--- src/design/mwo_pkg.sv ---
// Shared types, constants and the sine lookup function of the multi-waveform oscillator.
package mwo_pkg;

    localparam int LEVEL_W    = 16;
    localparam int BASE_W     = 25;
    localparam int DEPTH_W    = 17;
    localparam int WAVE_W     = 3;
    localparam int CFG_IDX_W  = 2;
    localparam int CFG_DATA_W = 25;
    localparam int FREQ_W     = 27;   // signed working frequency, Q.8 Hz
    localparam int FPOS_W     = 26;   // positive working frequency
    localparam int PROD_W     = 34;   // level times depth
    localparam int SCALED_W   = 39;   // product times 20 plus rounding
    localparam int TERM_W     = 16;   // modulation offset, Q.8 Hz
    localparam int PHASE_QW   = 17;   // quotient bits of the phase division
    localparam int DEG_W      = 9;
    localparam int QIDX_W     = 7;
    localparam int LFSR_W     = 32;

    localparam logic [BASE_W-1:0]  BASE_FREQ_RESET = 25'd5120;
    localparam logic [DEPTH_W-1:0] DEPTH_FULL      = 17'd65536;
    localparam logic [LFSR_W-1:0]  LFSR_RESET      = 32'd1;
    localparam logic [LFSR_W-1:0]  LFSR_TAPS       = 32'h8020_0003;
    localparam logic [LEVEL_W-1:0] LEVEL_POS       = 16'h7FFF;
    localparam logic [LEVEL_W-1:0] LEVEL_NEG       = 16'h8000;
    localparam logic [DEG_W-1:0]   DEGREES         = 9'd360;

    localparam logic [CFG_IDX_W-1:0] CFG_BASE_FREQ  = 2'd0;
    localparam logic [CFG_IDX_W-1:0] CFG_WAVE_SEL   = 2'd1;
    localparam logic [CFG_IDX_W-1:0] CFG_MOD_DEPTH  = 2'd2;
    localparam logic [CFG_IDX_W-1:0] CFG_MOD_ENABLE = 2'd3;

    localparam logic [WAVE_W-1:0] WAVE_SINE     = 3'd0;
    localparam logic [WAVE_W-1:0] WAVE_SQUARE   = 3'd1;
    localparam logic [WAVE_W-1:0] WAVE_SAW      = 3'd2;
    localparam logic [WAVE_W-1:0] WAVE_TRIANGLE = 3'd3;
    localparam logic [WAVE_W-1:0] WAVE_PULSE8   = 3'd4;
    localparam logic [WAVE_W-1:0] WAVE_PULSE4   = 3'd5;
    localparam logic [WAVE_W-1:0] WAVE_NOISE    = 3'd6;

    localparam logic [LEVEL_W-1:0] QUARTER_SINE [0:90] = '{
        16'd0,     16'd572,   16'd1144,  16'd1715,  16'd2286,
        16'd2856,  16'd3425,  16'd3993,  16'd4560,  16'd5126,
        16'd5690,  16'd6252,  16'd6813,  16'd7371,  16'd7927,
        16'd8481,  16'd9032,  16'd9580,  16'd10126, 16'd10668,
        16'd11207, 16'd11743, 16'd12275, 16'd12803, 16'd13328,
        16'd13848, 16'd14365, 16'd14876, 16'd15384, 16'd15886,
        16'd16384, 16'd16877, 16'd17364, 16'd17847, 16'd18324,
        16'd18795, 16'd19261, 16'd19720, 16'd20174, 16'd20622,
        16'd21063, 16'd21498, 16'd21926, 16'd22348, 16'd22763,
        16'd23170, 16'd23571, 16'd23965, 16'd24351, 16'd24730,
        16'd25102, 16'd25466, 16'd25822, 16'd26170, 16'd26510,
        16'd26842, 16'd27166, 16'd27482, 16'd27789, 16'd28088,
        16'd28378, 16'd28660, 16'd28932, 16'd29197, 16'd29452,
        16'd29698, 16'd29935, 16'd30163, 16'd30382, 16'd30592,
        16'd30792, 16'd30983, 16'd31164, 16'd31336, 16'd31499,
        16'd31651, 16'd31795, 16'd31928, 16'd32052, 16'd32166,
        16'd32270, 16'd32365, 16'd32449, 16'd32524, 16'd32588,
        16'd32643, 16'd32688, 16'd32723, 16'd32748, 16'd32763,
        16'd32767
    };

    typedef enum logic {
        DIV_PERIOD,
        DIV_PHASE
    } mwo_div_sel_t;

    typedef enum logic [3:0] {
        ST_IDLE,
        ST_MUL,
        ST_FREQ,
        ST_CHECK,
        ST_DIV_PERIOD,
        ST_COUNT,
        ST_LOAD_PHASE,
        ST_DIV_PHASE,
        ST_DEGREE,
        ST_LEVEL,
        ST_PUBLISH
    } mwo_state_t;

    typedef struct packed {
        logic         take_in;
        logic         mul;
        logic         freq;
        logic         check;
        logic         div_load;
        mwo_div_sel_t div_sel;
        logic         degree;
        logic         count;
        logic         level;
        logic         publish;
    } mwo_cmd_t;

    typedef struct packed {
        logic freq_pos;
        logic div_done;
        logic needs_div;
        logic is_sine;
        logic out_free;
    } mwo_stat_t;

    // Full-wave sine from the quarter table by symmetry; the negative peak is full scale.
    function automatic logic [LEVEL_W-1:0] sine_at(input logic [DEG_W-1:0] deg_in);
        logic [DEG_W-1:0]   deg;
        logic [DEG_W-1:0]   idx;
        logic [LEVEL_W-1:0] q;
        deg = (deg_in > 9'd359) ? 9'd359 : deg_in;
        if (deg <= 9'd90)
            idx = deg;
        else if (deg <= 9'd180)
            idx = 9'd180 - deg;
        else if (deg <= 9'd270)
            idx = deg - 9'd180;
        else
            idx = 9'd360 - deg;
        q = QUARTER_SINE[idx[QIDX_W-1:0]];
        if (deg <= 9'd180)
            return q;
        else if (q == LEVEL_POS)
            return LEVEL_NEG;
        else
            return 16'(16'd0 - q);
    endfunction

endpackage

--- src/design/mwo_mod_if.sv ---
// Modulator sample channel.
interface mwo_mod_if;
    import mwo_pkg::*;

    logic                      valid;
    logic                      ready;
    logic signed [LEVEL_W-1:0] mod_level;

    modport source (output valid, output mod_level, input ready);
    modport sink (input valid, input mod_level, output ready);
endinterface

--- src/design/mwo_wave_if.sv ---
// Oscillator sample channel.
interface mwo_wave_if;
    import mwo_pkg::*;

    logic                      valid;
    logic                      ready;
    logic signed [LEVEL_W-1:0] wave_level;
    logic                      held;

    modport source (output valid, output wave_level, output held, input ready);
    modport sink (input valid, input wave_level, input held, output ready);
endinterface

--- src/design/mwo_cfg_if.sv ---
// Configuration write channel.
interface mwo_cfg_if;
    import mwo_pkg::*;

    logic                  valid;
    logic                  ready;
    logic [CFG_IDX_W-1:0]  index;
    logic [CFG_DATA_W-1:0] data;

    modport source (output valid, output index, output data, input ready);
    modport sink (input valid, input index, input data, output ready);
endinterface

--- src/design/mwo_div.sv ---
// Restoring divider, one quotient bit per cycle.
module mwo_div #(
    parameter int QB = 27,
    parameter int DW = 27
) (
    input  logic                     clk,
    input  logic                     rst_n,
    input  logic                     load,
    input  logic [DW-1:0]            rem_init,
    input  logic [QB-1:0]            dividend,
    input  logic [DW-1:0]            divisor,
    input  logic [$clog2(QB+1)-1:0]  steps,
    output logic [QB-1:0]            quotient,
    output logic                     done
);
    localparam int SW = $clog2(QB + 1);

    logic [SW-1:0] cnt_reg, cnt_next;
    logic [DW-1:0] rem_reg, rem_next;
    logic [QB-1:0] q_reg, q_next;
    logic [DW-1:0] dvs_reg, dvs_next;
    logic [DW:0]   trial;
    logic [DW:0]   diff;
    logic          fits;

    always_comb
    begin
        trial    = {rem_reg, q_reg[QB-1]};
        diff     = trial - {1'b0, dvs_reg};
        fits     = trial >= {1'b0, dvs_reg};
        cnt_next = cnt_reg;
        rem_next = rem_reg;
        q_next   = q_reg;
        dvs_next = dvs_reg;
        if (load)
        begin
            cnt_next = steps;
            rem_next = rem_init;
            q_next   = dividend;
            dvs_next = divisor;
        end
        else if (cnt_reg != '0)
        begin
            cnt_next = cnt_reg - SW'(1);
            rem_next = fits ? diff[DW-1:0] : trial[DW-1:0];
            q_next   = {q_reg[QB-2:0], fits};
        end
    end

    always_ff @(posedge clk or negedge rst_n)
    begin
        if (!rst_n)
            cnt_reg <= '0;
        else
            cnt_reg <= cnt_next;
    end

    always_ff @(posedge clk)
    begin
        rem_reg <= rem_next;
        q_reg   <= q_next;
        dvs_reg <= dvs_next;
    end

    assign quotient = q_reg;
    assign done     = (cnt_reg == '0);

    a_done_holds: assert property (@(posedge clk) disable iff (!rst_n)
        (done && !load) |=> done)
        else $error("divider left done without a load");
endmodule

--- src/design/mwo_ctrl.sv ---
// Sequencer of the oscillator: walks one sample through the datapath.
module mwo_ctrl (
    input  logic               clk,
    input  logic               rst_n,
    input  logic               in_valid,
    output logic               in_ready,
    input  mwo_pkg::mwo_stat_t stat,
    output mwo_pkg::mwo_cmd_t  cmd
);
    import mwo_pkg::*;

    mwo_state_t state_reg, state_next;

    always_ff @(posedge clk or negedge rst_n)
    begin
        if (!rst_n)
            state_reg <= ST_IDLE;
        else
            state_reg <= state_next;
    end

    always_comb
    begin
        state_next = state_reg;
        cmd        = '0;
        cmd.div_sel = DIV_PERIOD;
        in_ready   = 1'b0;
        unique case (state_reg)
            ST_IDLE:
            begin
                in_ready = 1'b1;
                if (in_valid)
                begin
                    cmd.take_in = 1'b1;
                    state_next  = ST_MUL;
                end
            end
            ST_MUL:
            begin
                cmd.mul    = 1'b1;
                state_next = ST_FREQ;
            end
            ST_FREQ:
            begin
                cmd.freq   = 1'b1;
                state_next = ST_CHECK;
            end
            ST_CHECK:
            begin
                cmd.check = 1'b1;
                if (stat.freq_pos)
                begin
                    cmd.div_load = 1'b1;
                    cmd.div_sel  = DIV_PERIOD;
                    state_next   = ST_DIV_PERIOD;
                end
                else
                    state_next = ST_PUBLISH;
            end
            ST_DIV_PERIOD:
            begin
                if (stat.div_done)
                    state_next = ST_COUNT;
            end
            ST_COUNT:
            begin
                cmd.count  = 1'b1;
                state_next = stat.needs_div ? ST_LOAD_PHASE : ST_LEVEL;
            end
            ST_LOAD_PHASE:
            begin
                cmd.div_load = 1'b1;
                cmd.div_sel  = DIV_PHASE;
                state_next   = ST_DIV_PHASE;
            end
            ST_DIV_PHASE:
            begin
                if (stat.div_done)
                    state_next = stat.is_sine ? ST_DEGREE : ST_LEVEL;
            end
            ST_DEGREE:
            begin
                cmd.degree = 1'b1;
                state_next = ST_LEVEL;
            end
            ST_LEVEL:
            begin
                cmd.level  = 1'b1;
                state_next = ST_PUBLISH;
            end
            ST_PUBLISH:
            begin
                if (stat.out_free)
                begin
                    cmd.publish = 1'b1;
                    state_next  = ST_IDLE;
                end
            end
            default:
            begin
                state_next = ST_IDLE;
            end
        endcase
    end

    a_publish_space: assert property (@(posedge clk) disable iff (!rst_n)
        cmd.publish |-> stat.out_free)
        else $error("result published into a full output register");

    a_degree_sine: assert property (@(posedge clk) disable iff (!rst_n)
        (state_reg == ST_DEGREE) |-> stat.is_sine)
        else $error("degree scaling run for a wave other than sine");
endmodule

--- src/design/mwo_dp.sv ---
// Datapath of the oscillator: configuration, modulation, period, counter, wave shaping.
module mwo_dp #(
    parameter int RATE_HZ      = 48000,
    parameter int TABLE_POINTS = 360,
    parameter int COUNT_BITS   = 24
) (
    input  logic                               clk,
    input  logic                               rst_n,
    input  mwo_pkg::mwo_cmd_t                  cmd,
    output mwo_pkg::mwo_stat_t                 stat,
    input  logic                               cfg_write,
    input  logic [mwo_pkg::CFG_IDX_W-1:0]      cfg_index,
    input  logic [mwo_pkg::CFG_DATA_W-1:0]     cfg_data,
    input  logic signed [mwo_pkg::LEVEL_W-1:0] mod_level,
    output logic                               wave_valid,
    input  logic                               wave_ready,
    output logic signed [mwo_pkg::LEVEL_W-1:0] wave_level,
    output logic                               held
);
    import mwo_pkg::*;

    localparam int NUM1_W = $clog2(RATE_HZ * 512 + 2 ** FPOS_W);
    localparam int DW     = (COUNT_BITS > FREQ_W) ? COUNT_BITS : FREQ_W;
    localparam int N2_W   = COUNT_BITS + PHASE_QW;
    localparam int CMP_W  = (NUM1_W > COUNT_BITS) ? NUM1_W : COUNT_BITS;
    localparam int SW     = $clog2(NUM1_W + 1);
    localparam logic [NUM1_W-1:0] RATE_SCALED = NUM1_W'(RATE_HZ * 512);

    // degree = idx * 360 / TABLE_POINTS by reciprocal multiply; exact for idx below
    // TABLE_POINTS up to 1024 points with a 29-bit shift
    localparam int     DEG_SHIFT  = 29;
    localparam int     DEG_MULT_W = 32;
    localparam int     DEG_PROD_W = PHASE_QW + DEG_MULT_W;
    localparam longint DEG_RECIP  = ((longint'(1) <<< DEG_SHIFT) + TABLE_POINTS - 1)
                                    / TABLE_POINTS;
    localparam logic [DEG_MULT_W-1:0] DEG_MULT = DEG_MULT_W'(longint'(DEGREES) * DEG_RECIP);

    // configuration
    logic [BASE_W-1:0]  base_freq_reg;
    logic [WAVE_W-1:0]  wave_sel_reg;
    logic [DEPTH_W-1:0] mod_depth_reg;
    logic               mod_enable_reg;

    // per-sample working registers
    logic signed [LEVEL_W-1:0] lvl_reg;
    logic signed [PROD_W-1:0]  prod_reg;
    logic signed [FREQ_W-1:0]  freq_reg;
    logic                      held_reg;
    logic [COUNT_BITS-1:0]     period_reg;
    logic [DEG_W-1:0]          degree_reg;
    logic [COUNT_BITS-1:0]     phase_count_reg;
    logic [LEVEL_W-1:0]        level_reg;
    logic [LFSR_W-1:0]         noise_lfsr_reg;

    // output register
    logic               out_valid_reg;
    logic [LEVEL_W-1:0] out_level_reg;
    logic               out_held_reg;

    logic [DEPTH_W-1:0]          depth_sat;
    logic signed [SCALED_W-1:0]  scaled;
    logic signed [TERM_W-1:0]    term;
    logic signed [FREQ_W-1:0]    freq_next;
    logic                        freq_pos;
    logic [FPOS_W-1:0]           fpos;
    logic [NUM1_W-1:0]           num1;
    logic [CMP_W-1:0]            q1_ext;
    logic [COUNT_BITS-1:0]       period_next;
    logic [COUNT_BITS-1:0]       count_inc;
    logic [COUNT_BITS-1:0]       count_next;
    logic                        first_half;
    logic [COUNT_BITS:0]         twice_minus;
    logic [N2_W-1:0]             num2;
    logic [DW-1:0]               div_rem_init;
    logic [NUM1_W-1:0]           div_dividend;
    logic [DW-1:0]               div_divisor;
    logic [SW-1:0]               div_steps;
    logic [NUM1_W-1:0]           div_quotient;
    logic                        div_done;
    logic [PHASE_QW-1:0]         quo;
    logic [DEG_PROD_W-1:0]       deg_prod;
    logic [DEG_W-1:0]            degree_next;
    logic [PHASE_QW-1:0]         tri_fall;
    logic [LFSR_W-1:0]           lfsr_step;
    logic [LEVEL_W-1:0]          level_next;
    logic [LFSR_W-1:0]           lfsr_next;

    always_ff @(posedge clk or negedge rst_n)
    begin
        if (!rst_n)
        begin
            base_freq_reg  <= BASE_FREQ_RESET;
            wave_sel_reg   <= WAVE_SINE;
            mod_depth_reg  <= '0;
            mod_enable_reg <= 1'b0;
        end
        else if (cfg_write)
        begin
            unique case (cfg_index)
                CFG_BASE_FREQ:  base_freq_reg  <= cfg_data[BASE_W-1:0];
                CFG_WAVE_SEL:   wave_sel_reg   <= cfg_data[WAVE_W-1:0];
                CFG_MOD_DEPTH:  mod_depth_reg  <= cfg_data[DEPTH_W-1:0];
                CFG_MOD_ENABLE: mod_enable_reg <= cfg_data[0];
                default:        mod_enable_reg <= mod_enable_reg;
            endcase
        end
    end

    // modulation offset: round(level * depth * 20 / 2^23), floor of the half-up sum
    always_comb
    begin
        depth_sat = (mod_depth_reg > DEPTH_FULL) ? DEPTH_FULL : mod_depth_reg;
        scaled    = (SCALED_W'(prod_reg) <<< 4) + (SCALED_W'(prod_reg) <<< 2)
                    + SCALED_W'(1 << 22);
        term      = scaled[SCALED_W-1:23];
        freq_next = FREQ_W'($signed({1'b0, base_freq_reg}));
        if (mod_enable_reg)
            freq_next = freq_next + FREQ_W'(term);
        freq_pos  = !freq_reg[FREQ_W-1] && (freq_reg != '0);
        fpos      = freq_reg[FPOS_W-1:0];
        num1      = RATE_SCALED + NUM1_W'(fpos);
    end

    // period clamp and counter advance
    always_comb
    begin
        q1_ext = CMP_W'(div_quotient);
        if (q1_ext == '0)
            period_next = COUNT_BITS'(1);
        else if (q1_ext > CMP_W'({COUNT_BITS{1'b1}}))
            period_next = {COUNT_BITS{1'b1}};
        else
            period_next = q1_ext[COUNT_BITS-1:0];
        count_inc  = phase_count_reg + COUNT_BITS'(1);
        count_next = (count_inc >= period_next) ? '0 : count_inc;
    end

    // divider operand selection
    always_comb
    begin
        first_half  = {phase_count_reg, 1'b0} < {1'b0, period_reg};
        twice_minus = {phase_count_reg, 1'b0} - {1'b0, period_reg};
        quo         = div_quotient[PHASE_QW-1:0];
        if (wave_sel_reg == WAVE_SINE)
            num2 = N2_W'(phase_count_reg) * N2_W'(TABLE_POINTS);
        else if (wave_sel_reg == WAVE_SAW)
            num2 = N2_W'({phase_count_reg, 16'd0});
        else if (first_half)
            num2 = {phase_count_reg, 17'd0};
        else
            num2 = N2_W'({twice_minus[COUNT_BITS-1:0], 16'd0});
        unique case (cmd.div_sel)
            DIV_PERIOD:
            begin
                div_rem_init = '0;
                div_dividend = num1;
                div_divisor  = DW'({fpos, 1'b0});
                div_steps    = SW'(NUM1_W);
            end
            DIV_PHASE:
            begin
                div_rem_init = DW'(num2[N2_W-1:PHASE_QW]);
                div_dividend = {num2[PHASE_QW-1:0], (NUM1_W - PHASE_QW)'(0)};
                div_divisor  = DW'(period_reg);
                div_steps    = SW'(PHASE_QW);
            end
        endcase
    end

    // table index to degree
    always_comb
    begin
        deg_prod    = DEG_PROD_W'(quo) * DEG_PROD_W'(DEG_MULT);
        degree_next = deg_prod[DEG_SHIFT +: DEG_W];
    end

    mwo_div #(
        .QB (NUM1_W),
        .DW (DW)
    ) u_div (
        .clk      (clk),
        .rst_n    (rst_n),
        .load     (cmd.div_load),
        .rem_init (div_rem_init),
        .dividend (div_dividend),
        .divisor  (div_divisor),
        .steps    (div_steps),
        .quotient (div_quotient),
        .done     (div_done)
    );

    // wave shaping
    always_comb
    begin
        lfsr_step  = {1'b0, noise_lfsr_reg[LFSR_W-1:1]}
                     ^ (noise_lfsr_reg[0] ? LFSR_TAPS : '0);
        tri_fall   = PHASE_QW'(17'd32768) - quo;
        lfsr_next  = noise_lfsr_reg;
        level_next = level_reg;
        unique case (wave_sel_reg)
            WAVE_SINE:     level_next = sine_at(degree_reg);
            WAVE_SQUARE:   level_next = first_half ? LEVEL_POS : LEVEL_NEG;
            WAVE_SAW:      level_next = quo[LEVEL_W-1:0] ^ LEVEL_NEG;
            WAVE_TRIANGLE:
            begin
                if (first_half)
                    level_next = quo[LEVEL_W-1:0] ^ LEVEL_NEG;
                else if (quo == '0)
                    level_next = LEVEL_POS;
                else
                    level_next = tri_fall[LEVEL_W-1:0];
            end
            WAVE_PULSE8:
                level_next = ({phase_count_reg, 3'd0} < {3'd0, period_reg})
                             ? LEVEL_POS : LEVEL_NEG;
            WAVE_PULSE4:
                level_next = ({phase_count_reg, 2'd0} < {2'd0, period_reg})
                             ? LEVEL_POS : LEVEL_NEG;
            WAVE_NOISE:
            begin
                lfsr_next  = lfsr_step;
                level_next = lfsr_step[LFSR_W-1:LFSR_W-LEVEL_W];
            end
            default:       level_next = level_reg;
        endcase
    end

    always_ff @(posedge clk)
    begin
        if (cmd.take_in)
            lvl_reg <= mod_level;
        if (cmd.mul)
            prod_reg <= lvl_reg * $signed({1'b0, depth_sat});
        if (cmd.freq)
            freq_reg <= freq_next;
        if (cmd.count)
            period_reg <= period_next;
        if (cmd.degree)
            degree_reg <= degree_next;
        if (cmd.publish)
        begin
            out_level_reg <= level_reg;
            out_held_reg  <= held_reg;
        end
    end

    always_ff @(posedge clk or negedge rst_n)
    begin
        if (!rst_n)
        begin
            held_reg        <= 1'b0;
            phase_count_reg <= '0;
            level_reg       <= '0;
            noise_lfsr_reg  <= LFSR_RESET;
            out_valid_reg   <= 1'b0;
        end
        else
        begin
            if (cmd.check)
                held_reg <= !freq_pos;
            if (cmd.count)
                phase_count_reg <= count_next;
            if (cmd.level)
            begin
                level_reg      <= level_next;
                noise_lfsr_reg <= lfsr_next;
            end
            if (cmd.publish)
                out_valid_reg <= 1'b1;
            else if (wave_ready)
                out_valid_reg <= 1'b0;
        end
    end

    assign stat.freq_pos  = freq_pos;
    assign stat.div_done  = div_done;
    assign stat.needs_div = (wave_sel_reg == WAVE_SINE) || (wave_sel_reg == WAVE_SAW)
                            || (wave_sel_reg == WAVE_TRIANGLE);
    assign stat.is_sine   = (wave_sel_reg == WAVE_SINE);
    assign stat.out_free  = !out_valid_reg || wave_ready;

    assign wave_valid = out_valid_reg;
    assign wave_level = out_level_reg;
    assign held       = out_held_reg;

    a_count_in_period: assert property (@(posedge clk) disable iff (!rst_n)
        cmd.count |=> (phase_count_reg < period_reg))
        else $error("sample counter not below the period after advance");

    a_hold_flag: assert property (@(posedge clk) disable iff (!rst_n)
        (cmd.check && !freq_pos) |=> held_reg)
        else $error("nonpositive frequency not flagged as held");
endmodule

--- src/design/multi_waveform_oscillator_unit.sv ---
// Top level of the multi-waveform audio oscillator.
//
//  channel   | dir | payload                   | word
//  ----------+-----+---------------------------+------------------------------
//  mod_in    | in  | mod_level (s16 Q1.15)     | one modulator sample per tick
//  wave_out  | out | wave_level (s16), held    | one oscillator sample
//  cfg       | in  | index (2b), data (25b)    | one register write
//
// Work per word: the shared restoring divider, one quotient bit a cycle, finds
// the period (27 quotient bits at the default rate) for every word with a
// positive frequency, and the phase (17 bits) for saw, triangle and sine; sine
// then scales the table index to degrees by a constant multiply. A held word
// skips the divider.
// Reset: rst_n clears the sequencer, counter, last level, held flag and output
// valid, seeds the noise register and loads register defaults; no clearing pass.
// Stalls: a finished word waits in the output register; the next input word
// is taken while it waits, and the sequencer only stops when a second result
// is ready before the first has been taken. cfg is always ready.
module multi_waveform_oscillator_unit #(
    parameter int RATE_HZ      = 48000,
    parameter int TABLE_POINTS = 360,
    parameter int COUNT_BITS   = 24
) (
    input  logic            clk,
    input  logic            rst_n,
    mwo_mod_if.sink         mod_in,
    mwo_wave_if.source      wave_out,
    mwo_cfg_if.sink         cfg
);
    import mwo_pkg::*;

    mwo_cmd_t  cmd;
    mwo_stat_t stat;
    logic      in_ready;

    // Registers are plain flops; take every write at once.
    assign cfg.ready    = 1'b1;
    assign mod_in.ready = in_ready;

    // Sequence one sample at a time: multiply, add, divide, advance, shape.
    mwo_ctrl u_ctrl (
        .clk      (clk),
        .rst_n    (rst_n),
        .in_valid (mod_in.valid),
        .in_ready (in_ready),
        .stat     (stat),
        .cmd      (cmd)
    );

    // Hold configuration, state and the output register.
    mwo_dp #(
        .RATE_HZ      (RATE_HZ),
        .TABLE_POINTS (TABLE_POINTS),
        .COUNT_BITS   (COUNT_BITS)
    ) u_dp (
        .clk        (clk),
        .rst_n      (rst_n),
        .cmd        (cmd),
        .stat       (stat),
        .cfg_write  (cfg.valid),
        .cfg_index  (cfg.index),
        .cfg_data   (cfg.data),
        .mod_level  (mod_in.mod_level),
        .wave_valid (wave_out.valid),
        .wave_ready (wave_out.ready),
        .wave_level (wave_out.wave_level),
        .held       (wave_out.held)
    );
endmodule
--- src/flat_wrapper.sv ---
// flat-port wrapper written by rule: the top's interface ports become plain ports
module multi_waveform_oscillator_unit_flat import mwo_pkg::*;
#(
    parameter int RATE_HZ      = 48000,
    parameter int TABLE_POINTS = 360,
    parameter int COUNT_BITS   = 24
)
  (clk, rst_n, mod_in_valid, mod_in_mod_level, mod_in_ready, wave_out_valid, wave_out_wave_level, wave_out_held, wave_out_ready, cfg_valid, cfg_index, cfg_data, cfg_ready);
  mwo_mod_if mod_in_i ();
  mwo_wave_if wave_out_i ();
  mwo_cfg_if cfg_i ();
  input  logic clk;
  input  logic rst_n;
  input wire logic [$bits(mod_in_i.valid)-1:0] mod_in_valid;
  input wire logic [$bits(mod_in_i.mod_level)-1:0] mod_in_mod_level;
  output wire logic [$bits(mod_in_i.ready)-1:0] mod_in_ready;
  output wire logic [$bits(wave_out_i.valid)-1:0] wave_out_valid;
  output wire logic [$bits(wave_out_i.wave_level)-1:0] wave_out_wave_level;
  output wire logic [$bits(wave_out_i.held)-1:0] wave_out_held;
  input wire logic [$bits(wave_out_i.ready)-1:0] wave_out_ready;
  input wire logic [$bits(cfg_i.valid)-1:0] cfg_valid;
  input wire logic [$bits(cfg_i.index)-1:0] cfg_index;
  input wire logic [$bits(cfg_i.data)-1:0] cfg_data;
  output wire logic [$bits(cfg_i.ready)-1:0] cfg_ready;
  assign mod_in_i.valid = mod_in_valid;
  assign mod_in_i.mod_level = mod_in_mod_level;
  assign mod_in_ready = mod_in_i.ready;
  assign wave_out_valid = wave_out_i.valid;
  assign wave_out_wave_level = wave_out_i.wave_level;
  assign wave_out_held = wave_out_i.held;
  assign wave_out_i.ready = wave_out_ready;
  assign cfg_i.valid = cfg_valid;
  assign cfg_i.index = cfg_index;
  assign cfg_i.data = cfg_data;
  assign cfg_ready = cfg_i.ready;
  multi_waveform_oscillator_unit #(.RATE_HZ(RATE_HZ), .TABLE_POINTS(TABLE_POINTS), .COUNT_BITS(COUNT_BITS)) u_core (.clk(clk), .rst_n(rst_n), .mod_in(mod_in_i), .wave_out(wave_out_i), .cfg(cfg_i));
endmodule
--- config.mk ---
export PLATFORM = sky130hd
export DESIGN_NAME = multi_waveform_oscillator_unit_flat
export DESIGN_NICKNAME = d
export VERILOG_FILES = /design/src/design/mwo_pkg.sv /design/src/design/mwo_mod_if.sv /design/src/design/mwo_wave_if.sv /design/src/design/mwo_cfg_if.sv /design/src/design/mwo_div.sv /design/src/design/mwo_ctrl.sv /design/src/design/mwo_dp.sv /design/src/design/multi_waveform_oscillator_unit.sv /design/src/flat_wrapper.sv
export SDC_FILE = /design/constraint.sdc
export NUM_CORES = 2
export LEC_CHECK = 0
export BUFFER_PORTS_ARGS = -buffer_cell sky130_fd_sc_hd__buf_2
export CORE_MARGIN = 3
export CORE_UTILIZATION = 45
export CTS_CLUSTER_DIAMETER = 50
export DETAILED_ROUTE_END_ITERATION = 7
export GPL_TIMING_DRIVEN = 0
export SYNTH_ARGS = -nofsm -noshare
export SYNTH_HDL_FRONTEND = slang
export SYNTH_SLANG_ARGS = --single-unit
--- constraint.sdc ---
create_clock -name clk -period 7.8 [get_ports clk]
set_clock_uncertainty 0.2 [all_clocks]
set_input_delay 1.17 -clock clk [delete_from_list [all_inputs] [get_ports clk]]
set_output_delay 1.17 -clock clk [all_outputs]
set_load 0.005 [all_outputs]
# Word level (Yosys, flattened, before mapping)
# Memories as Yosys holds them, arrays and structs flattened.
# Index checks and enable logic that the tools add are counted.
[word_totals] regBits=337 rom_bits=2048 inputBits=48 out_inout_bits=20 wordCells=162 memories=1
[classes] n_addsub=13 multipliers=3 magnitude_cmp=12 n_eq_ne=24 n_mux=58 n_bitwise=4 reduce_logical=25
[memory_table] name="(no name shown)" words=128 word_bits=16 rd=1 rd_ports_with_merged_regs=0 wr=0 line="mwo_pkg.sv:117" text="q = QUARTER_SINE[idx[QIDX_W-1:0]];"
[ops] cell="$pmux 27 s2" count=3
[ops] cell="$mux 16" count=9
[ops] cell="$mux 27" count=5
[ops] cell="$mux 41" count=3
[ops] cell="$pmux 16 s7" count=1
[ops] cell="$mux 24" count=3
[ops] cell="$pmux 4 s11" count=1
[ops] cell="$add 38x36->39" count=1
[ops] cell="$add 39x24->39 const B" count=1
[ops] cell="$mul 17x27->35 const B" count=1
[ops] cell="$mul 16x18->34" count=1
[ops] cell="$mux 32" count=1
[ops] cell="$xor 31x32->32" count=1
[ops] cell="$mul 24x6->30 const B" count=1
[ops] cell="$ge 28x27->1" count=1
[ops] cell="$mux 7" count=4
[ops] cell="$add 25x26->27 const A" count=1
[ops] cell="$add 26x16->27" count=1
[ops] cell="$gt 27x24->1 const B" count=1
[ops] cell="$logic_not 27->1" count=1
[ops] cell="$lt 27x24->1" count=1
[ops] cell="$reduce_bool 27->1" count=1
[ops] cell="$sub 27x27->27" count=1
[ops] cell="$lt 26x24->1" count=1
[ops] cell="52 further kinds" count=94

# Depth between registers and ports, before layout
[depth] ltp_word=15 depth_mapped=33

# Modules after synthesis
# Synthesis repeated with hierarchy kept, for this count alone.
[unflattened] cells_unflattened=3992 hier_area_um2=37073.1
[modules_own_cells] module="mwo_dp" instances=1 cells_per_inst=3457 area_per_inst_um2=31522.7
[modules_own_cells] module="mwo_div" instances=1 cells_per_inst=477 area_per_inst_um2=5116.2
[modules_own_cells] module="mwo_ctrl" instances=1 cells_per_inst=56 area_per_inst_um2=422.9
[modules_own_cells] module="multi_waveform_oscillator_unit" instances=1 cells_per_inst=2 area_per_inst_um2=11.3

# Worst setup path before layout
# OpenSTA, ideal clock, no wires.
[synth_timing] path_kind="reg-to-reg" start="register u_core.u_dp.mod_depth_reg[12]" end="register u_core.u_dp.prod_reg[33] (data pin)" setup_ps=260 t_arrival_ps=7367 t_required_ps=7340 slack_ps=-27 stages_incl_launch_ff=30 n_path_buf=2 cell_sequence="dfrtp_1 > nor4_1 > nand4_1 > nand2_1 > clkbuf_1 > and2_1 > clkbuf_1 > nand2_1 > fa_1 > fa_1 > fa_1 > inv_1 > fa_1 > fa_1 > inv_1 > fa_1 > inv_1 > ha_1 > and3_1 > a221oi_1 > a21oi_1 > a41oi_1 > a21oi_1 > a21oi_1 > o21ai_0 > and3_1 > o41ai_1 > o2111ai_1 > a21oi_1 > xnor2_1"
[synth_via] elab_chain_len=3
[synth_rtl] element="start, declared" line="mwo_dp.sv:41" text="logic [DEPTH_W-1:0] mod_depth_reg;"
[synth_rtl] element="start signal, assigned" line="mwo_dp.sv:102" text="CFG_MOD_DEPTH: mod_depth_reg <= cfg_data[DEPTH_W-1:0];"
[synth_rtl] element="$gt 17x17->1" line="mwo_dp.sv:112" text="depth_sat = (mod_depth_reg > DEPTH_FULL) ? DEPTH_FULL : mod_depth_reg;"
[synth_rtl] element="$mux 17 *" line="mwo_dp.sv:112"
[synth_rtl] element="$mul 16x18->34 *" line="mwo_dp.sv:233" text="prod_reg <= lvl_reg * $signed({1'b0, depth_sat});"
[synth_rtl] element="end signal, assigned" line="mwo_dp.sv:233"
[synth_rtl] element="end, declared" line="mwo_dp.sv:46" text="logic signed [PROD_W-1:0] prod_reg;"
# Every way passes the cells marked *; elsewhere a longest branch is shown, timed or not.
# A chain may end at the register's enable or synchronous reset.

# Worst setup path in the final report
[layout_timing] start="register u_core.u_dp.mod_depth_reg[13]" end="register u_core.u_dp.prod_reg[31] (data pin)"
# The elaborated chain is that of the path after synthesis.

==> flow_summary.ini <==
[sta]
hold_viol = 0
max_freq_mhz = 127.6
min_period_ns = 7.836
holdWs_ns = 0.2505
final-setup-viol-count = 2
tightest_slew_ns = 1.415
fin_crit_sh_pct = 100.5
rsz0062_at_grt = yes
maxSlewViolCount = 0
finalWorstSetupSlack_ns = -0.03625
slew_headroom_pct = 4.920

[synth]
synth.distinct_cells = 105
postSynthCellCount = 3990
ys_async_sr_fraction_pct = 38.28
synth_top_area_share_pct = 17.08
avgSynthCellArea_um2 = 9.166
ys_seq_elements = 337
synth_area_leaders = edfxtp_1 17%, ha_1 14%, fa_1 14%
ys_warn_count = 0
syn_area_mm2 = 0.03657
synth_top_cell_by_area = edfxtp_1
synthFlopType = edfxtp_1
synth-edff-count = 208
syn_nets = 4708
ys_seq_area_share_pct = 25.91

[floorplanning]
core_area_mm2 = 0.07977
die_w_um = 291.1
die_y_um = 291.1
placementRows = 103
start_util_pct = 45.85
ioPinCount = 68
dieArea_mm2 = 0.08473

[detailed_routing]
drtAntennaViolNets = 0
wl_per_cell_um = 22.35
avgViaCountPerCell = 5.909
drtPass1Iterations = 5
vias = 31026
wirelength_um = 117300
drtIter0Drc = 2744
drc_errors = 0

[setup_path]
r2r_start = u_core.u_dp.mod_depth_reg[13]$_DFFE_PN0P_
crit_type = register to register
slowest_stage = fa_1
critPathArrivalTime_ns = 7.96
rr_endpoint = u_core.u_dp.prod_reg[31]$_DFFE_PN_
start_kind = register
r2r_setup_slack_ns = -0.04
cp_common_cell = fa_1
reg2regPathDepth = 31
end_kind = register
cp_data_required_time_ns = 7.93
crit_fanout = 7
max_stage_delay_ns = 0.53

[min_path]
hold_depth = 0
hp-class = register to register
hold_path_startpoint = u_core.u_dp.u_div.quotient[2]$_DFFE_PP_
holdPathEnd = u_core.u_dp.degree_reg[2]$_DFFE_PP_

[grt]
grt_pass1_vias = 30367
grt_pass1_wl_um = 180800
grt_usage_pct = 27.32
grt_max_degree = 89
grt_overflow = 0
antenna_found_initial = 3

[run]
cap_violations = 0

[pwr]
ir_drop_v = 0.0009572
power_density_mw_per_mm2 = 531.4
power_leakage_nw = 19.07
p_total_mw = 21.77

[clock_network]
htree_levels = 2
path_clk_slew_ns = 0.06
cts_hold_buf = 0
cts_sinks = 337
clockBufferDepth = 3
cts_buffers = 51
tritoncts = built
cts_root_buf = clkbuf_16
clk_latency_ns = 0.63

[cells_and_area]
num-nets-final = 4876
area_delta_synth_final_pct = 12.01
drive_gt1_share_pct = 11.69
n_fill_cell = 7508
largest_register_ffs = 34
design_area_mm2 = 0.04097

[placement]
post_dp_cell_area_mm2 = 0.03838
gp_congestion = 0.9657
pre_cts_ws_ns = -1.792
hpwl_um = 90870
io_buffers = 66

[status]
violations = setup timing
status = complete, but fails checks
## worst max-delay path by stage
stage | start | endpoint | slack [ns]
4_1_cts | u_core.u_dp.mod_depth_reg[13]$_DFFE_PN0P_ | u_core.u_dp.prod_reg[31]$_DFFE_PN_ | 0.001
6_report | u_core.u_dp.mod_depth_reg[13]$_DFFE_PN0P_ | u_core.u_dp.prod_reg[31]$_DFFE_PN_ | -0.04
3_3_place_gp | u_core.u_dp.mod_depth_reg[11]$_DFFE_PN0P_ | u_core.u_dp.prod_reg[33]$_DFFE_PN_ | -1.75
3_5_place_dp | u_core.u_dp.mod_depth_reg[11]$_DFFE_PN0P_ | u_core.u_dp.prod_reg[33]$_DFFE_PN_ | -1.79
5_1_grt | u_core.u_dp.mod_depth_reg[10]$_DFFE_PN0P_ | u_core.u_dp.prod_reg[32]$_DFFE_PN_ | -0.43
2_1_floorplan | u_core.u_dp.mod_depth_reg[12]$_DFFE_PN0P_ | u_core.u_dp.prod_reg[33]$_DFFE_PN_ | 0.12
## metal layers
| metal | vias up | part of all wire, % | track usage (%) |
|---|---|---|---|
| met2 | 1257 | 44 | 42.11 |
| met3 | 214 | 9.1 | 5.631 |
| met4 | 2 | 2.6 | 6.642 |
| met5 | - | 0.011 | 0 |
| li1 | 14303 | - | - |
| met1 | 15250 | 45 | 39.35 |
## cell usage in the layout (no fill, tap or decap), types with 52 or more instances in the layout
cell type / n
inv_1: 482
ha_1: 408
nand2_1: 361
fa_1: 251
nor2_1: 248
o21ai_0: 242
edfxtp_1: 208
a21oi_1: 166
dfrtp_1: 117
clkbuf_1: 106
xnor2_1: 106
mux2_2: 96
and3_1: 91
buf_2: 90
and2_1: 78
nand3_1: 70
nor3_1: 65
xor2_1: 59
a21o_1: 56
clkbuf_16: 54
buf_4: 52
## per-stage QoR
| step | instances | util (%) | TNS (ns) |
|---|---|---|---|
| 2_1_floorplan | 3990 | - | 0 |
| 3_3_place_gp | 5106 | 47.92 | -25.31 |
| 3_5_place_dp | 5115 | 48.11 | -24.35 |
| 4_1_cts | 5238 | 51.03 | 0 |
| 5_1_grt | 5250 | 51.35 | -1.947 |
| 6_report | 5251 | 51.35 | -0.06074 |
## cell type report
type	instances	area (um2)	area share, %
diodes	1	2.502	0.006109
plain buffers	164	830.8	2.028
clock buffers	59	1326	3.238
clock inverters	36	417.9	1.020
inverters	492	1851	4.517
multi-input cells	2988	24880	60.73
flip-flops and latches	337	9489	23.16
well taps	1050	1314	3.207
repair buffers	124	857.1	2.092
## worst max-delay path: cells and delay by family, from the launching register on
kind | cells | cell delay [ns]
and+or+nand+nor | 6 | 1.24
xor gates and xnor gates | 1 | 0.09
adders and majority gates | 7 | 3.10
DFF | 1 | 0.44
buffers and inverters | 8 | 0.82
AOI/OAI and AO/OA | 9 | 1.62
## Yosys cell counts (10+ instances only)
cell type,number
a31oi_1,41
clkbuf_1,127
o311ai_0,10
nand2b_1,42
and2_1,85
buf_2,24
a211oi_1,31
nor4_1,25
or3_1,17
mux2i_1,32
buf_1,10
xnor2_1,107
a21oi_1,170
dfrtp_1,126
a222oi_1,11
inv_1,489
nand3_1,70
a311oi_1,10
o21ai_0,247
o31a_1,10
o22ai_1,35
nand4_1,32
o211ai_1,43
and3_1,96
nor2b_1,44
o21a_1,40
nand2_1,364
edfxtp_1,208
a21o_1,56
nor2_1,249
or2_2,17
mux2_2,96
xor2_1,59
fa_1,253
o31ai_1,16
a2111oi_0,10
ha_1,417
nor3_1,67
## repair_timing
action                                 4_1_cts  5_1_grt
endpoints found under the hold margin        0        0
gates cloned                                 0        1
setup endpoints to repair                   32       14
buffers inserted                            37       13
gates resized for setup                     91       46
pin swaps                                   23       42
## cell families after synthesis
group | synth area share (%)
AOI/OAI and AO/OA | 15.50
buffers and inverters | 7.085
muxes | 3.955
DFF | 25.91
xor gates and xnor gates | 4.064
adders and majority gates | 28.11
and+or+nand+nor | 15.36
other | 0.01025
## where the power goes
group | leakage [nW] | total [mW] | internal (mW) | switching [mW]
Clock | 0.840 | 2.35 | 1.41 | 0.936
Combinational | 14.6 | 15.7 | 6.80 | 8.95
Sequential | 3.62 | 3.67 | 3.14 | 0.537
Total | 19.1 | 21.8 | 11.4 | 10.4
Power figures use the tool's default switching activity.
